File: src/hw/rtl/srat_pkg.sv
// ----------------------------------------------------------------------------
// srat_pkg: section range address translator shared types
// Item layouts, opcodes and table sizing used by the cells and the top level.
// ----------------------------------------------------------------------------
`default_nettype none

package srat_pkg;

	// number of section entries, one cell each
	localparam int MAX_SECTIONS = 16;

	// width that holds any cell number and the section count register
	localparam int CELL_W = $clog2(MAX_SECTIONS + 1);
	localparam int CMP_W  = (CELL_W > 5) ? CELL_W : 5;

	localparam int OFF_W   = 32;
	localparam int COUNT_W = 5;
	localparam int IDX_W   = 4;

	// opcodes; the fourth code means nothing and is dropped on entry
	localparam logic [1:0] OP_LOAD        = 2'd0;
	localparam logic [1:0] OP_MEM_TO_FILE = 2'd1;
	localparam logic [1:0] OP_FILE_TO_MEM = 2'd2;

	typedef struct packed {
		logic [1:0]       opcode;
		logic [IDX_W-1:0] entry_index;
		logic [OFF_W-1:0] entry_mem_base;
		logic [OFF_W-1:0] entry_size;
		logic [OFF_W-1:0] entry_file_base;
		logic [OFF_W-1:0] offset_in;
	} req_t;

	typedef struct packed {
		logic [OFF_W-1:0] offset_out;
		logic             hit;
		logic [IDX_W-1:0] matched_entry;
	} rsp_t;

	// item travelling along the cell chain
	typedef struct packed {
		logic             valid;
		req_t             req;
		logic [OFF_W-1:0] result;
		logic             hit;
		logic [IDX_W-1:0] match;
	} slot_t;

endpackage

`default_nettype wire

File: src/hw/rtl/srat_cell.sv
// ----------------------------------------------------------------------------
// srat_cell: one section entry of the translator chain
// Holds one entry, writes it when a load for it passes, and checks passing
// translate items against its range before handing them on.
// ----------------------------------------------------------------------------
`default_nettype none

module srat_cell (
	input  wire                          clk,
	input  wire                          arst_n,
	input  wire                          advance,
	input  wire [srat_pkg::CMP_W-1:0]    cell_idx,
	input  wire [srat_pkg::COUNT_W-1:0]  section_count,
	input  wire srat_pkg::slot_t         up,
	output srat_pkg::slot_t              dn
);

	// entry storage, valid only once written
	logic [srat_pkg::OFF_W-1:0] mem_base_q;
	logic [srat_pkg::OFF_W-1:0] file_base_q;
	logic [srat_pkg::OFF_W:0]   mem_top_q;
	logic [srat_pkg::OFF_W:0]   file_top_q;
	logic [srat_pkg::OFF_W-1:0] delta_q;

	logic                       valid_s1;
	srat_pkg::slot_t            data_s1;
	srat_pkg::slot_t            nxt;

	logic                       active;
	logic                       load_here;
	logic                       in_mem;
	logic                       in_file;
	logic [srat_pkg::OFF_W:0]   off_ext;

	assign active    = cell_idx < srat_pkg::CMP_W'(section_count);
	assign load_here = advance && up.valid && (up.req.opcode == srat_pkg::OP_LOAD)
		&& (srat_pkg::CMP_W'(up.req.entry_index) == cell_idx);

	assign off_ext = {1'b0, up.req.offset_in};
	assign in_mem  = (mem_base_q <= up.req.offset_in) && (off_ext <= mem_top_q);
	assign in_file = (file_base_q <= up.req.offset_in) && (off_ext <= file_top_q);

	always_comb begin
		nxt = up;
		if (up.valid && active && !up.hit) begin
			case (up.req.opcode)
				srat_pkg::OP_MEM_TO_FILE: begin
					if (in_mem) begin
						nxt.result = up.req.offset_in + delta_q;
						nxt.hit    = 1'b1;
						nxt.match  = cell_idx[srat_pkg::IDX_W-1:0];
					end
				end
				srat_pkg::OP_FILE_TO_MEM: begin
					if (in_file) begin
						nxt.result = up.req.offset_in - delta_q;
						nxt.hit    = 1'b1;
						nxt.match  = cell_idx[srat_pkg::IDX_W-1:0];
					end
				end
				default: begin
				end
			endcase
		end
	end

	// precompute range tops and rebase delta as the entry is written
	always_ff @(posedge clk) begin
		if (load_here) begin
			mem_base_q  <= up.req.entry_mem_base;
			file_base_q <= up.req.entry_file_base;
			mem_top_q   <= {1'b0, up.req.entry_mem_base} + {1'b0, up.req.entry_size};
			file_top_q  <= {1'b0, up.req.entry_file_base} + {1'b0, up.req.entry_size};
			delta_q     <= up.req.entry_file_base - up.req.entry_mem_base;
		end
	end

	always_ff @(posedge clk or negedge arst_n) begin
		if (!arst_n) begin
			valid_s1 <= 1'b0;
		end else if (advance) begin
			valid_s1 <= up.valid;
		end
	end

	always_ff @(posedge clk) begin
		if (advance) begin
			data_s1 <= nxt;
		end
	end

	always_comb begin
		dn       = data_s1;
		dn.valid = valid_s1;
	end

endmodule

`default_nettype wire

File: config.mk
export PLATFORM = sky130hd
export DESIGN_NAME = srat_cell
export DESIGN_NICKNAME = d
export VERILOG_FILES = /design/src/hw/rtl/srat_pkg.sv /design/src/hw/rtl/srat_cell.sv
export SDC_FILE = /design/constraint.sdc
export NUM_CORES = 1
export LEC_CHECK = 0
export BUFFER_PORTS_ARGS = -buffer_cell sky130_fd_sc_hd__buf_2
export CORE_ASPECT_RATIO = 0.7
export CORE_MARGIN = 4
export CORE_UTILIZATION = 40
export CTS_CLUSTER_DIAMETER = 200
export DETAILED_ROUTE_END_ITERATION = 7
export MAX_ROUTING_LAYER = met4
export PLACE_DENSITY = 0.58
export SETUP_SLACK_MARGIN = 0.05
export SYNTH_ARGS = -nofsm -noshare
export SYNTH_HDL_FRONTEND = slang
export SYNTH_SLANG_ARGS = --single-unit
File: constraint.sdc
create_clock -name clk -period 6.9 [get_ports clk]
set_clock_uncertainty 0.1 [all_clocks]
set_input_delay 0.345 -clock clk [delete_from_list [all_inputs] [get_ports clk]]
set_output_delay 0.345 -clock clk [all_outputs]
set_load 0.05 [all_outputs]
**Word level (Yosys, flattened, before mapping)**

Cells that the tools add are included.

- Logic and storage cells: 41
- Bits in registers: 334
- Bits of input ports: 185

- Multiplexer cells: 4
- Eq/ne operators: 3
- Reductions and logical operators: 9
- Order comparisons: 5
- $add $sub $neg: 5

Operators with widths:

| kind | count |
|---|---|
| $mux 37 | 3 |
| $pmux 37 s2 | 1 |
| $add 32x32->33 | 2 |
| $le 32x33->1 | 2 |
| $le 32x32->1 | 2 |
| $sub 32x32->32 | 2 |
| $add 32x32->32 | 1 |
| $logic_and 1x1->1 | 7 |
| $eq 4x5->1 | 1 |
| $lt 5x5->1 | 1 |
| $eq 2x1->1 const B | 1 |
| $eq 2x2->1 const B | 1 |
| $logic_not 2->1 | 1 |
| $logic_not 1->1 | 1 |

**Depth between registers and ports, before layout**

Gate-level depths: netlist of run 1.

- Depth in word-level cells: 5
- Gate-level depth with buffers: 13
- Gate-level depth less buffers: 13

**Worst setup path after synthesis of run 1**

OpenSTA, ideal clock, no wires.

- Path type: input to register
- Start point: input port up[169] in the netlist's numbering
- End point: register delta_q[0] in the netlist's numbering (enable)
- Slack: -5,653 ps
- Required time: 5,918 ps
- Buffers on the path: 0
- Arrival: 11,571 ps
- Setup time: 882 ps
- Stages: 4
- Cell sequence: inv_1 ha_1 nand4b_1 nor3_1

- Word-level cells in the longest chain between the ends: 3

Ends and longest elaborated chain:

| element | line | source |
|---|---|---|
| start, declared | srat_cell.sv:14 | `input wire srat_pkg::slot_t up,` |
| $logic_not 2->1 | srat_cell.sv:36 | `assign load_here = advance && up.valid && (up.req.opcode == srat_pkg::OP_LOAD)` |
| $logic_and 1x1->1 | srat_cell.sv:36 |  |
| $logic_and 1x1->1 | srat_cell.sv:37 | `&& (srat_pkg::CMP_W'(up.req.entry_index) == cell_idx);` |
| named net load_here | srat_cell.sv:30 | `logic load_here;` |
| end signal, assigned | srat_cell.sv:74 | `delta_q <= up.req.entry_file_base - up.req.entry_mem_base;` |
| end, declared | srat_cell.sv:23 | `logic [srat_pkg::OFF_W-1:0] delta_q;` |

The timed path passes the listed nets, and every way through them passes these cells.
A chain may end at the register's enable or synchronous reset.

==> results of run 1 <==
cell type report:
class	count	area [um2]	area share, %
timing repair buffer	506	3287	12.01
tap	730	913.4	3.338
clock inverter	25	241.5	0.8826
multi-input combinational	1454	11040	40.35
antenna	1	2.502	0.009146
sequential	334	10020	36.64
inverter	236	885.9	3.238
clock buffer	42	965.9	3.530
per-stage QoR:
step,power (uW),hold slack (ns),worst slack (ns),utilization [%],cells
after floorplan,3297,-0.05059,1.754,-,2060
after global placement,3714,0.01927,2.763,45.60,3116
after detailed placement,3726,0.02149,2.640,45.60,3116
after CTS,5823,0.0009380,2.287,50.49,3327
after global routing,6040,0.01981,2.051,50.49,3328
final,5791,0.02797,2.281,50.49,3328
flip-flops by register name, summed over array words and instances, names as in the netlist:
name	flops
dn	171
delta_q	32
file_top_q	33
mem_top_q	33
file_base_q	32
valid_s1	1
mem_base_q	32
cells in the mapped netlist, types with 5 or more instances:
master | instances | area share (%)
a22o_1 | 6 | 0.24
xnor2_1 | 72 | 2.9
fa_1 | 5 | 0.45
xor2_1 | 28 | 1.1
o21bai_1 | 26 | 0.88
buf_2 | 7 | 0.16
o21ai_0 | 85 | 1.9
a211o_1 | 5 | 0.20
a31o_2 | 5 | 0.20
ha_1 | 292 | 17
o211ai_1 | 26 | 0.88
and4_1 | 5 | 0.20
nand2b_1 | 25 | 0.71
a32o_1 | 11 | 0.50
o21a_1 | 29 | 0.99
a221o_1 | 11 | 0.50
o22ai_1 | 11 | 0.31
a211oi_1 | 23 | 0.78
or4_1 | 5 | 0.17
a22oi_1 | 8 | 0.27
nand2_1 | 106 | 1.8
a21oi_1 | 178 | 4.0
a31oi_1 | 14 | 0.40
nor4_1 | 12 | 0.34
or3_1 | 6 | 0.17
nor2_1 | 111 | 1.9
o31a_1 | 6 | 0.24
or2_2 | 8 | 0.23
a21boi_0 | 5 | 0.17
and3_1 | 16 | 0.45
a221oi_1 | 11 | 0.44
nor2b_1 | 25 | 0.71
o221ai_1 | 12 | 0.48
o31ai_1 | 18 | 0.61
nand4_1 | 39 | 1.1
nand3_1 | 43 | 0.97
edfxtp_1 | 333 | 45
a21o_1 | 55 | 1.9
inv_1 | 234 | 4.0
a2111oi_0 | 5 | 0.20
nor3_1 | 24 | 0.54
and2_1 | 8 | 0.23
clkbuf_1 | 23 | 0.39
metal layers:
metal  track usage (%)  vias to the layer above  part of all wire, %
met4             4.844                        0                  1.7
met1             40.16                     8939                   51
met3             4.171                       84                  8.2
met2             34.12                      754                   39
met5                 -                        -                    0
li1                  -                     8767                    -
worst paths after layout:
| check | to | from | cells after the start | slack (ns) |
|---|---|---|---|---|
| worst max-delay path | dn[2]$_DFFE_PP_ | up[66] | 13 | 2.28 |
| worst min-delay path | dn[64]$_DFFE_PP_ | up[64] | 1 | 0.03 |
| worst max register to register | dn[2]$_DFFE_PP_ | mem_base_q[30]$_DFFE_PP_ | 10 | 2.43 |
| worst min register to register | valid_s1$_DFFE_PN0P_ | valid_s1$_DFFE_PN0P_ | 1 | 0.41 |
| max in group asynchronous | valid_s1$_DFFE_PN0P_ | arst_n | 3 | 6.07 |
| min in group asynchronous | valid_s1$_DFFE_PN0P_ | arst_n | 3 | 0.53 |
power by group through the flow:
stage	registers, uW	logic, uW	clock network (uW)
after floorplan	2700	597	0
after global placement	2420	1290	0
after detailed placement	2420	1300	0
after CTS	2380	1370	2070
after global routing	2390	1500	2160
final	2380	1390	2020
logic make-up (layout without fill, tap and decap cells):
logic type	after synthesis	after routing	synth area share, %
other	0	1	0
xor gates and xnor gates	100	100	3.963
muxes	6	6	0.2887
buffers and inverters	272	809	4.761
AOI/OAI and AO/OA	599	599	18.42
adders and majority gates	297	297	16.98
and+or+nand+nor	452	452	10.23
DFF	334	334	45.36
worst max-delay path, cell delays in order:
cell	delay, ns
dlygate4sd3_1	0.52
buf_2	0.20
inv_1	0.08
ha_1	0.30
nand4_1	0.17
nor4_1	0.51
nand3_1	0.14
o21a_1	0.17
a311oi_2	0.49
nand2_1	0.60
a21oi_1	0.65
a22o_1	0.21
dlygate4sd3_1	0.55
==> flow_summary.yaml, run 1 <==
status:
  status: "completed"
global_route:
  track_usage_pct: 25.48
  grt_pass1_vias: 17650
  grt_overflow: 0
  grt_pass1_wl_um: 110400
  grt_antenna_before_repair: 1
  grt_max_degree: 163
die:
  die_w_um: 289.0
  fp.coreArea_um2: 54190
  start_util_pct: 40.79
  rows: 71
  die-area_um2: 59140
  io_pins: 357
  dieHeight_um: 204.7
pwr:
  comb_power_share_pct: 24.0
  power_density_nw_per_um2: 211.6
  clkPwrFrac_pct: 34.9
  p_sw_uw: 1835
  power_leakage_uw: 0.01185
  peakVddDrop_uv: 160.5
  p_seq_share_pct: 41.1
  intPower_uw: 3956
  switching_share_pct: 31.68
cts:
  htreeDepth: 2
  clkSinkCount: 334
  cts_resized: 0
  cts_tree: "done"
  clock_latency_ns: 0.58
  numCtsBuffers: 38
  cts.clk_slew.worst_paths_ns: 0.06
  cts_hold_buf: 144
  cts.path.max_buffers: 3
  postCtsSetupBuffers: 0
  cts-root-buf: "clkbuf_16"
placement:
  hpwlAfterDp_um: 58570
  placed_cell_area_um2: 24710
  port_buffers: 356
  place.gp.congestion: 0.9499
drt:
  post-route-drc-count: 0
  viasPerCell: 5.572
  drt_iter0_markers: 1914
  dr.pass1.iters: 5
  via_count: 18540
  wl_um: 75190
  routedWlPerCell_um: 22.59
  ant_nets: 0
synth:
  synth_cell_types: 91
  syn_inst: 2060
  synth_fp_nets: 2542
  yosysWarnings: 0
  synthFlopType: "edfxtp_1"
  synth-edff-count: 333
  synthArstFlopShare_pct: 0.2994
  syn_area_um2: 22100
  syn_avg_cell_area_um2: 10.73
  synth-seq-area-share_pct: 45.36
  ys_ff_latch: 334
critical_path:
  crit_arrival_ns: 4.95
  path_class: "in -> reg"
  start_kind: "input pin"
  required_ns: 7.23
  critPathCaptureType: "flip-flop"
  path_max_fanout: 22
timing:
  setup_viol: 0
  fmaxAchievable_mhz: 216.5
  hold_violations: 0
  slew_headroom_pct: 32.58
  rsz0062_at_grt: "false"
  tightest_slew_ns: 1.011
  fin_crit_sh_pct: 66.94
  finalMaxSlewViolations: 0
  layout_min_cycle_time_ns: 4.619
  fin_tns_setup_ns: 0
cells_and_area:
  final_cell_mix: "buf_2 (355), edfxtp_1 (333), ha_1 (292)"
  final_common_cell: "buf_2"
  layout.nets: 3052
  fin_area_um2: 27360
  drive_gt1_share_pct: 17.48
  syn_to_final_growth_pct: 23.79
  nFillCells: 4891
flow_run:
  drv_cap: 0
worst_hold_path:
  hold_class: "in -> reg"
No activity file was read; power rests on OpenSTA's default activity.
==> run 2: changes to the inputs <==
--- a/config.mk
+++ b/config.mk
@@ -12,7 +12,7 @@
 export CTS_CLUSTER_DIAMETER = 200
 export DETAILED_ROUTE_END_ITERATION = 7
 export MAX_ROUTING_LAYER = met4
-export PLACE_DENSITY = 0.58
+export PLACE_DENSITY = 0.6
 export SETUP_SLACK_MARGIN = 0.05
 export SYNTH_ARGS = -nofsm -noshare
 export SYNTH_HDL_FRONTEND = slang
==> constraint.sdc (replaced) <==
create_clock -name clk -period 3.95 [get_ports clk]
set_clock_uncertainty 0.1 [all_clocks]
set_input_delay 0.1975 -clock clk [delete_from_list [all_inputs] [get_ports clk]]
set_output_delay 0.1975 -clock clk [all_outputs]
set_load 0.05 [all_outputs]
==> run 2 against run 1 <==
Register-to-register slack worse by 2.2 ns. Via count is 1.3% higher. Sequential power is 75% higher. Sequential share of layout area is 0.72 points lower. Final cell count is 1.7% higher. Flip-flop and latch count stayed put. Global-route usage is 0.38 points lower. Count of clock-buffer cells in the layout is 1 higher. Die area stayed put. Non-clock buffer count is 55 higher. First-iteration DRC count is 18% lower. Hold slack worse by 0.0093 ns. Largest power group unchanged. Highest routed layer unchanged.
==> flow_summary.yaml, run 2 (same netlist as run 1, synthesis figures left out) <==
status:
  status: "completed"
drt:
  dr.pass1.iters: 6
  drt_iter0_markers: 1562
  viasPerCell: 5.547
  routedWlPerCell_um: 21.88
  wl_um: 74080
  ant_nets: 0
  via_count: 18780
  post-route-drc-count: 0
pwr:
  switching_share_pct: 31.53
  power_density_nw_per_um2: 362.0
  peakVddDrop_uv: 343.0
  clkPwrFrac_pct: 34.4
  power_leakage_uw: 0.01211
  intPower_uw: 6916
  comb_power_share_pct: 24.5
  p_sw_uw: 3185
  p_seq_share_pct: 41.2
placement:
  hpwlAfterDp_um: 56770
  place.gp.congestion: 0.9185
  port_buffers: 356
  pre_cts_ws_ns: -0.1181
die:
  io_pins: 357
  start_util_pct: 40.79
  die_w_um: 289.0
  die-area_um2: 59140
  rows: 71
  dieHeight_um: 204.7
  fp.coreArea_um2: 54190
timing:
  slew_headroom_pct: 40.65
  fmaxAchievable_mhz: 266.5
  fin_ws_ns: 0.1976
  fin_tns_setup_ns: 0
  fin_crit_sh_pct: 95.00
  rsz0062_at_grt: "false"
  hold_violations: 0
  finalMaxSlewViolations: 0
  tightest_slew_ns: 0.8678
  layout_min_cycle_time_ns: 3.752
  setup_viol: 0
cells_and_area:
  layout.nets: 3106
  utilization_pct: 51.50
  drive_gt1_share_pct: 18.33
  largest_reg_flops: 171
  final_common_cell: "buf_2"
  final_cell_mix: "buf_2 (355), edfxtp_1 (333), ha_1 (291)"
  syn_to_final_growth_pct: 26.26
cts:
  cts.clk_slew.worst_paths_ns: 0.06
  cts-root-buf: "clkbuf_16"
  cts.path.max_buffers: 3
  numCtsBuffers: 37
  cts_tree: "done"
  clock_latency_ns: 0.56
  clkSinkCount: 334
  htreeDepth: 2
global_route:
  grt_pass1_vias: 18270
  track_usage_pct: 25.10
  grt_antenna_before_repair: 2
  grt_pass1_wl_um: 109500
  grt_max_degree: 131
  grt_overflow: 0
critical_path:
  path_max_fanout: 8
  path_class: "reg -> reg"
  crit_arrival_ns: 3.95
  start_kind: "flip-flop"
  required_ns: 4.15
  critPathCaptureType: "flip-flop"
worst_hold_path:
  hold_class: "in -> reg"
flow_run:
  drv_cap: 0
[run 2: power by group through the flow]
stage / clock network, uW / registers [uW] / logic [uW]
after global placement: 0 / 4230 / 2260
after CTS: 3550 / 4160 / 2440
after global routing: 3700 / 4170 / 2660
after detailed placement: 0 / 4230 / 2290
after floorplan: 0 / 4720 / 1050
final: 3470 / 4160 / 2470
[run 2: path summary, 6_finish.rpt]
path | start | to | slack (ns) | depth (start not counted)
worst max-delay path | file_top_q[2]$_DFFE_PP_ | dn[33]$_DFFE_PP_ | 0.20 | 11
worst min-delay path | up[58] | dn[58]$_DFFE_PP_ | 0.02 | 2
worst max register to register | file_top_q[2]$_DFFE_PP_ | dn[33]$_DFFE_PP_ | 0.20 | 11
worst min register to register | valid_s1$_DFFE_PN0P_ | valid_s1$_DFFE_PN0P_ | 0.42 | 1
max in group asynchronous | arst_n | valid_s1$_DFFE_PN0P_ | 3.20 | 3
min in group asynchronous | arst_n | valid_s1$_DFFE_PN0P_ | 0.44 | 3
[run 2: metal layers]
metal	routed length [um]	up-vias	global-route usage (%)
met5	0	-	-
met3	5961	110	4.127
li1	-	8888	-
met2	29900	795	34.46
met1	36320	8983	37.90
met4	1897	0	7.073
[run 2: critical path, stage by stage (launching register included)]
cell and delay (ns):
edfxtp_1 0.37, inv_1 0.12, ha_1 0.26, a211oi_1 0.21
nor2_1 0.08, o31ai_1 0.46, o211ai_1 0.19, a32oi_1 0.38
nand3b_1 0.30, a221o_1 0.52, a22o_1 0.28, a211o_1 0.23
[run 2: through the flow]
step                      power, uW  instances  hold slack, ns  area (um2)
after floorplan                5762       2060         -0.1981       22150
after detailed placement       6525       3137         -0.1121       24930
after global placement         6487       3137         -0.1156       24930
after CTS                     10150       3382        0.008151       27900
after global routing          10520       3384         0.01343       27900
final                         10100       3385         0.01864       27910
[run 2: final cells by class]
class,count,area [um2]
inverter,236,888.4
timing repair buffer,561,3810
fill,4824,26280
clock inverter,24,231.5
clock buffer,43,948.4
multi-input combinational,1454,11080
tap,730,913.4
antenna,3,7.507
sequential,334,10020
[run 2: timing repair]
action	4_1_cts	5_1_grt
pin swaps	0	0
endpoints found under the setup margin	14	4
cloned	0	0
hold buffers	178	0
hold endpoints to repair	265	0
buffers inserted	0	0
gates resized for setup	1	1
